<file path="src/rtl/borle_pkg.sv">
package borle_pkg;

  // symbol lanes, one per packed bit of an input byte
  localparam int LANES  = 8;
  localparam int LANE_W = 3;
  localparam int NSYM_W = 4;
  localparam int SYM_W  = 8;
  localparam int CNT_W  = 15;
  // break records of all lanes plus the flush record
  localparam int RECS   = LANES + 1;

  // an open run is closed before it grows past this length
  localparam logic [CNT_W-1:0] RUN_LIMIT    = 15'd32766;
  // a packed bit of value v becomes the character '0' + v
  localparam logic [SYM_W-1:0] SYM_BIT_BASE = 8'h30;
  localparam logic [NSYM_W-1:0] BITS_MAX    = 4'd8;

  // one output record
  typedef struct packed {
    logic [SYM_W-1:0] value;
    logic [CNT_W-1:0] length;
    logic             last;
  } rec_t;

  // what one lane finds about its symbol
  typedef struct packed {
    logic             active;
    logic [SYM_W-1:0] sym;
    logic             chg;
    logic             lim_hit;
    logic [CNT_W-1:0] cnt_at;
  } lane_t;

endpackage

</file>
<file path="src/rtl/borle_lane.sv">
module borle_lane
  import borle_pkg::*;
(
  input  logic              mode_byte,
  input  logic              active,
  input  logic              data_bit,
  input  logic [SYM_W-1:0]  data_byte,
  input  logic              prev_open,
  input  logic [SYM_W-1:0]  prev_sym,
  input  logic [CNT_W-1:0]  run_count,
  input  logic [LANE_W-1:0] lane_idx,
  output lane_t             lane
);

  // symbol of this lane and its relation to the symbol before it
  always_comb begin
    lane.active = active;
    lane.sym    = mode_byte ? data_byte : (SYM_BIT_BASE | {{(SYM_W-1){1'b0}}, data_bit});
    lane.chg    = active && prev_open && (lane.sym != prev_sym);
    // run length ahead of this symbol when no break happened in lower lanes
    lane.cnt_at  = run_count + {{(CNT_W-LANE_W){1'b0}}, lane_idx};
    lane.lim_hit = (lane.cnt_at == RUN_LIMIT);
  end

endmodule

</file>
<file path="src/rtl/borle_merge.sv">
module borle_merge
  import borle_pkg::*;
(
  input  logic            clk,
  input  logic            rst,
  input  logic            load,
  input  logic [RECS-1:0] load_mask,
  input  rec_t            load_recs [RECS],
  output logic            in_ready,
  output logic            out_valid,
  input  logic            out_ready,
  output rec_t            out_rec
);

  logic [RECS-1:0] mask;
  rec_t            recs [RECS];
  logic [RECS-1:0] pick;
  logic [RECS-1:0] mask_left;
  rec_t            sel;
  logic            out_free;
  logic            pop;

  // oldest pending record is the lowest set bit
  always_comb begin
    pick = mask & RECS'(~mask + {{(RECS-1){1'b0}}, 1'b1});
    sel  = recs[0];
    for (int i = 0; i < RECS; i++) begin
      if (pick[i]) begin
        sel = recs[i];
      end
    end
    out_free  = !out_valid || out_ready;
    pop       = (|mask) && out_free;
    mask_left = pop ? (mask & ~pick) : mask;
    in_ready  = (mask_left == '0);
  end

  // pending record set
  always_ff @(posedge clk) begin
    if (rst) begin
      mask <= '0;
    end else if (load) begin
      mask <= load_mask;
    end else begin
      mask <= mask_left;
    end
  end

  always_ff @(posedge clk) begin
    if (load) begin
      recs <= load_recs;
    end
  end

  // output register
  always_ff @(posedge clk) begin
    if (rst) begin
      out_valid <= 1'b0;
    end else if (out_free) begin
      out_valid <= pop;
    end
  end

  always_ff @(posedge clk) begin
    if (pop) begin
      out_rec <= sel;
    end
  end

`ifndef SYNTHESIS
  a_load_only_when_drained: assert property (@(posedge clk) disable iff (rst)
    load |-> (mask_left == '0))
    else $error("records of an item overwritten before they left");

  a_pop_fills_output: assert property (@(posedge clk) disable iff (rst)
    pop |=> out_valid)
    else $error("popped record did not reach the output register");

  a_reset_clears: assert property (@(posedge clk)
    rst |=> (mask == '0) && !out_valid)
    else $error("reset left records pending");
`endif

endmodule

</file>
<file path="src/rtl/byte_or_bit_rle_encoder_top.sv">
// channel   dir  beat contents
// s_axis    in   tdata[7:0] data_byte, tdata[11:8] bit_count, tlast end_of_vector
// m_axis    out  tdata[7:0] run_value, tdata[22:8] run_length, tlast last_record
// cfg       in   cfg_wr_en / cfg_wr_data = packed_bit_mode
//
// one input beat per cycle while the buffer drains; records leave one per cycle
// an item of more than one record holds s_axis_tready low until its last pops
// eight symbol lanes and one merge step settle run state in the accepting cycle
// rst is synchronous and clears the mode, open run, buffer and output register
// m_axis_tready low holds the output register and then the buffer, then s_axis
module byte_or_bit_rle_encoder_top
  import borle_pkg::*;
(
  input  logic        clk,
  input  logic        rst,
  input  logic        s_axis_tvalid,
  output logic        s_axis_tready,
  input  logic [15:0] s_axis_tdata,   // data_byte, bit_count
  input  logic        s_axis_tlast,
  output logic        m_axis_tvalid,
  input  logic        m_axis_tready,
  output logic [23:0] m_axis_tdata,   // run_value, run_length
  output logic        m_axis_tlast,
  input  logic        cfg_wr_en,
  input  logic        cfg_wr_data
);

  logic             packed_bit_mode;
  logic [SYM_W-1:0] cur_sym;
  logic [CNT_W-1:0] run_count;

  logic [SYM_W-1:0]  data_byte;
  logic [NSYM_W-1:0] bit_count;
  logic [NSYM_W-1:0] nsym;
  logic              accept;
  lane_t             lanes [LANES];
  logic [LANES-1:0]  brk;
  rec_t              recs [RECS];
  logic [RECS-1:0]   rec_mask;
  logic [SYM_W-1:0]  sym_end;
  logic [CNT_W-1:0]  count_end;
  logic              seen_chg;
  logic              have_brk;
  logic [NSYM_W-1:0] last_j;
  logic              lim;
  rec_t              out_rec;

  assign data_byte = s_axis_tdata[7:0];
  assign bit_count = s_axis_tdata[11:8];
  assign accept    = s_axis_tvalid && s_axis_tready;

  // symbols carried by this beat
  always_comb begin
    if (packed_bit_mode) begin
      nsym = (bit_count > BITS_MAX) ? BITS_MAX : bit_count;
    end else begin
      nsym = {{(NSYM_W-1){1'b0}}, 1'b1};
    end
  end

  // symbol lanes
  for (genvar b = 0; b < LANES; b++) begin : g_lane
    borle_lane u_lane (
      .mode_byte (!packed_bit_mode),
      .active    (NSYM_W'(b) < nsym),
      .data_bit  (data_byte[b]),
      .data_byte (data_byte),
      .prev_open ((b == 0) ? (run_count != '0) : 1'b1),
      .prev_sym  ((b == 0) ? cur_sym : lanes[(b == 0) ? 0 : b-1].sym),
      .run_count (run_count),
      .lane_idx  (LANE_W'(b)),
      .lane      (lanes[b])
    );
  end

  // merge lanes into break records and the run state left behind
  always_comb begin
    seen_chg = 1'b0;
    have_brk = 1'b0;
    last_j   = '0;
    sym_end  = cur_sym;
    brk      = '0;
    for (int b = 0; b < LANES; b++) begin
      lim    = lanes[b].active && lanes[b].lim_hit && !seen_chg;
      brk[b] = lanes[b].chg || lim;
      recs[b].value  = (b == 0) ? cur_sym : lanes[(b == 0) ? 0 : b-1].sym;
      recs[b].length = have_brk ? {{(CNT_W-NSYM_W){1'b0}}, NSYM_W'(b) - last_j}
                                : lanes[b].cnt_at;
      recs[b].last   = 1'b0;
      seen_chg = seen_chg || lanes[b].chg;
      if (brk[b]) begin
        have_brk = 1'b1;
        last_j   = NSYM_W'(b);
      end
      if (lanes[b].active) begin
        sym_end = lanes[b].sym;
      end
    end
    count_end = have_brk ? {{(CNT_W-NSYM_W){1'b0}}, nsym - last_j}
                         : run_count + {{(CNT_W-NSYM_W){1'b0}}, nsym};
    // flush record closes the vector
    recs[LANES].value  = sym_end;
    recs[LANES].length = count_end;
    recs[LANES].last   = 1'b1;
    rec_mask = {s_axis_tlast, brk};
  end

  // configuration register
  always_ff @(posedge clk) begin
    if (rst) begin
      packed_bit_mode <= 1'b0;
    end else if (cfg_wr_en) begin
      packed_bit_mode <= cfg_wr_data;
    end
  end

  // open run state
  always_ff @(posedge clk) begin
    if (rst) begin
      cur_sym   <= '0;
      run_count <= '0;
    end else if (accept) begin
      if (s_axis_tlast) begin
        cur_sym   <= '0;
        run_count <= '0;
      end else begin
        cur_sym   <= sym_end;
        run_count <= count_end;
      end
    end
  end

  // record buffer and output register
  borle_merge u_merge (
    .clk       (clk),
    .rst       (rst),
    .load      (accept),
    .load_mask (rec_mask),
    .load_recs (recs),
    .in_ready  (s_axis_tready),
    .out_valid (m_axis_tvalid),
    .out_ready (m_axis_tready),
    .out_rec   (out_rec)
  );

  assign m_axis_tdata = {1'b0, out_rec.length, out_rec.value};
  assign m_axis_tlast = out_rec.last;

endmodule

</file>
<file path="config.mk">
export PLATFORM = sky130hd
export DESIGN_NAME = byte_or_bit_rle_encoder_top
export DESIGN_NICKNAME = d
export VERILOG_FILES = /design/src/rtl/borle_pkg.sv /design/src/rtl/borle_lane.sv /design/src/rtl/borle_merge.sv /design/src/rtl/byte_or_bit_rle_encoder_top.sv
export SDC_FILE = /design/constraint.sdc
export NUM_CORES = 1
export LEC_CHECK = 0
export BUFFER_PORTS_ARGS = -buffer_cell sky130_fd_sc_hd__buf_4
export CORE_MARGIN = 5
export CORE_UTILIZATION = 31
export DETAILED_ROUTE_END_ITERATION = 6
export HOLD_SLACK_MARGIN = 0.1
export PLACE_DENSITY = 0.52
export SLEW_MARGIN = 10
export SYNTH_ARGS = -nofsm -noshare
export SYNTH_HDL_FRONTEND = slang
export SYNTH_SLANG_ARGS = --single-unit
</file>
<file path="constraint.sdc">
create_clock -name clk -period 4.6 [get_ports clk]
set_input_delay 0.92 -clock clk [delete_from_list [all_inputs] [get_ports clk]]
set_output_delay 0.92 -clock clk [all_outputs]
set_load 0.1 [all_outputs]
</file>
==> impl_metrics.toml <==
[worst_setup_path]
crit_path_top_delay_cell = "or4_1"
critPathCaptureType = "flip-flop"
reg2reg_to = "run_count[3]"
r2r-start = "run_count[1]"
cp_data_required_time_ns = 5.03
arrival_ns = 4.73
rr_worst_depth = 18
cp_slowest_stage_delay_ns = 0.53
start_kind = "flip-flop"
crit_family = "compound AO/OA/AOI/OAI gates"
path_buf_inv = 2
crit_fanout = 7
cp_cell_sequence = "inv_1 > ha_1 > nand2b_1 > xor2_1 > or4_1 > nor4_2 > nand4_1 > o31a_1 > o21ai_0 > a21oi_1 > o21bai_2 > ha_1 > inv_1 > a21o_1 > a21oi_1 > xnor2_1 > mux2i_1 > a22o_1"
crit_type = "reg2reg"
reg2reg_slack_ns = 0.29

[yosys]
synth_top_cell_area_share_pct = 44.9
yosys_warnings = 0
yosysMostFrequentCell = "nor2_1"
syn-cell-area_um2 = 12600
yosys.area.top_type = "edfxtp_1"
yosys-top-cells-count = "nor2_1 (225), edfxtp_1 (189), a21oi_1 (118)"
ys_async_sr_fraction_pct = 0
netlist_instances = 1265
synth_area_per_cell_um2 = 10.0
ys_ff_latch = 223
syn_nets = 1312
yosysSeqAreaShare_pct = 50.3
synth_edf_count = 189
synthFlopType = "edfxtp_1"
netlist-cell-type-count = 80
ys_top_cells_by_area = "edfxtp_1 (45%), nor2_1 (6.7%), dfxtp_1 (5.4%)"

[sta]
max_slew_margin_pct = 21.7
slew_violations = 0
setup_viol = 0
fin_crit_ns = 4.31
hold-worst-slack_ns = 0.502
rsz0062_at_grt = "false"
hold_viol = 0
skew_ns = 0.0156
tightest_slew_ns = 1.18
fin_crit_sh_pct = 93.7
fmax_mhz = 232

[cells_and_area]
fillers = 4075
area.growth.synth_to_final_pct = 16.1
seq_area_um2 = 6360
final_cells = 1876
layout.nets = 1373
num_antenna_cells = 0
multiInputGateArea_um2 = 5770
drive_gt1_share_pct = 15.6

[pwr]
power.density_nw_per_um2 = 368
power_leakage_nw = 5.45
clkPwrFrac_pct = 34.4
ir_drop_mv = 0.245
swShare_pct = 30.6
internal_power_mw = 3.75
p_seq_share_pct = 45.5
p_sw_mw = 1.65
comb_power_share_pct = 20.1

[floorplan]
core_um2 = 40600
dieHeight_um = 212
die_area_um2 = 44900
start_util_pct = 31.2
ios = 50
num_rows = 74
chipWidth_um = 212

[placed_design]
port_buffers = 44
dp.cells = 1828
hpwl_um = 28100
gp_congestion = 0.940

[clock_tree]
worstSkewPairLatency_ns = 0.54
clk_path_buf_depth = 3
htreeDepth = 1
path_clk_slew_ns = 0.07
cts_tree = "built"
holdBufCountCts = 0
cts_buffers = 24
clockRootBuffer = "clkbuf_16"
cts.sink_count = 223

[drt]
dr.pass1.iters = 5
num_vias = 9825
first_iter_violations = 825
routed_wl_um = 39000
drc = 0
ant_nets = 0
vias_per_cell = 5.24
routedWlPerCell_um = 20.8

[global_route]
gr-total-overflow = 0
grt_pass1_wl_um = 59100
grt_pass1_vias = 9313
grt_max_degree = 59
antenna_found_initial = 0
grtUsageTotal_pct = 17.0

[worst_hold_path]
hold_path_class = "reg2reg"
hold_depth = 0
min_from = "cur_sym[4]"
whs_endpoint = "u_merge.recs[212]"

[outcome]
status = "complete, no violations"

[run]
drv_cap = 0
==> metal layers <==
metal	track usage [%]	vias up	share of wire, %
met2	27.3	237	46
met3	2.19	42	5.3
met4	3.67	0	1.7
met1	24.7	4849	47
li1	-	4697	-
met5	0	-	0
==> stage by stage <==
stage	power [mW]	setup slack (ns)	TNS, ns	util (%)	instance area (um2)
global route	5.62	0.0231	0	36.2	14700
detailed placement	3.58	-0.0215	-0.0396	34.2	13900
CTS	5.44	0.0788	0	36.0	14600
finish	5.40	0.290	0	36.2	14700
global placement	3.58	-0.00729	-0.00729	34.2	13900
floorplan	3.23	0.147	0	-	12700
==> sequential cells by signal, indices dropped and copies added (netlist names) <==
| name | flops |
|---|---|
| cur_sym | 8 |
| packed_bit_mode | 1 |
| run_count | 15 |
| u_merge.mask | 9 |
| u_merge.out_rec | 24 |
| u_merge.out_valid | 1 |
| u_merge.recs | 165 |
==> cells by family after synthesis <==
family	share of synthesized area [%]
adder cells (fa/ha/maj)	2.65
other	0.0297
XOR/XNOR	6.51
multiplexers	4.12
flip-flops	50.3
AND/OR/NAND/NOR	18.0
buffers and inverters	4.42
AO/OA/AOI/OAI	14.0
==> final cells by class <==
class	instances	share of cell area (%)
multi-input cells	918	39.3
clock buffers	33	4.47
flip-flops and latches	223	43.3
clock inverters	11	0.571
repair buffers	132	7.01
inverters	27	0.776
well taps	532	4.54
==> power groups by stage <==
stage,logic (mW),registers (mW),clock network [mW]
after floorplan,0.510,2.72,0
after global placement,1.08,2.50,0
after detailed placement,1.08,2.50,0
after CTS,1.09,2.46,1.90
after global routing,1.16,2.47,1.99
final,1.08,2.46,1.86
==> cells in the final DEF (no fill, tap or decap), drive strengths merged, types with 5 or more instances in the layout <==
master and instances:
nor3 32, nand4 18, a21o 21, nor3b 10, a211oi 43, or4 7, nand2b 12, a21oi 119
a31oi 5, clkinv 9, dfxtp 34, clkbuf 33, mux2i 46, and3 9, nand3 19, a22oi 6
nor2b 12, buf 132, mux2 5, o31ai 6, ha 22, xor2 23, or2 13, inv 28
or3 15, a2111oi 6, nor4 20, o21a 8, nor2 226, xnor2 71, nand2 62, edfxtp 189
o21ai 26
==> worst max path at each step <==
| stage | from | cells after the start | to | slack, ns |
|---|---|---|---|---|
| floorplan | m_axis_tready | 11 | run_count[12] | 0.15 |
| global placement | run_count[2] | 19 | run_count[3] | -0.007 |
| detailed placement | run_count[2] | 19 | run_count[3] | -0.02 |
| CTS | run_count[2] | 19 | run_count[3] | 0.08 |
| global route | run_count[2] | 17 | run_count[2] | 0.02 |
| finish | run_count[1] | 18 | run_count[3] | 0.29 |
==> what timing repair did <==
| item | CTS | global route |
|---|---|---|
| buffers inserted | 0 | 4 |
| endpoints found under the setup margin | 2 | 6 |
| pin swaps | 0 | 2 |
| gates resized for setup | 1 | 8 |
No activity file was read; power rests on OpenSTA's default activity.
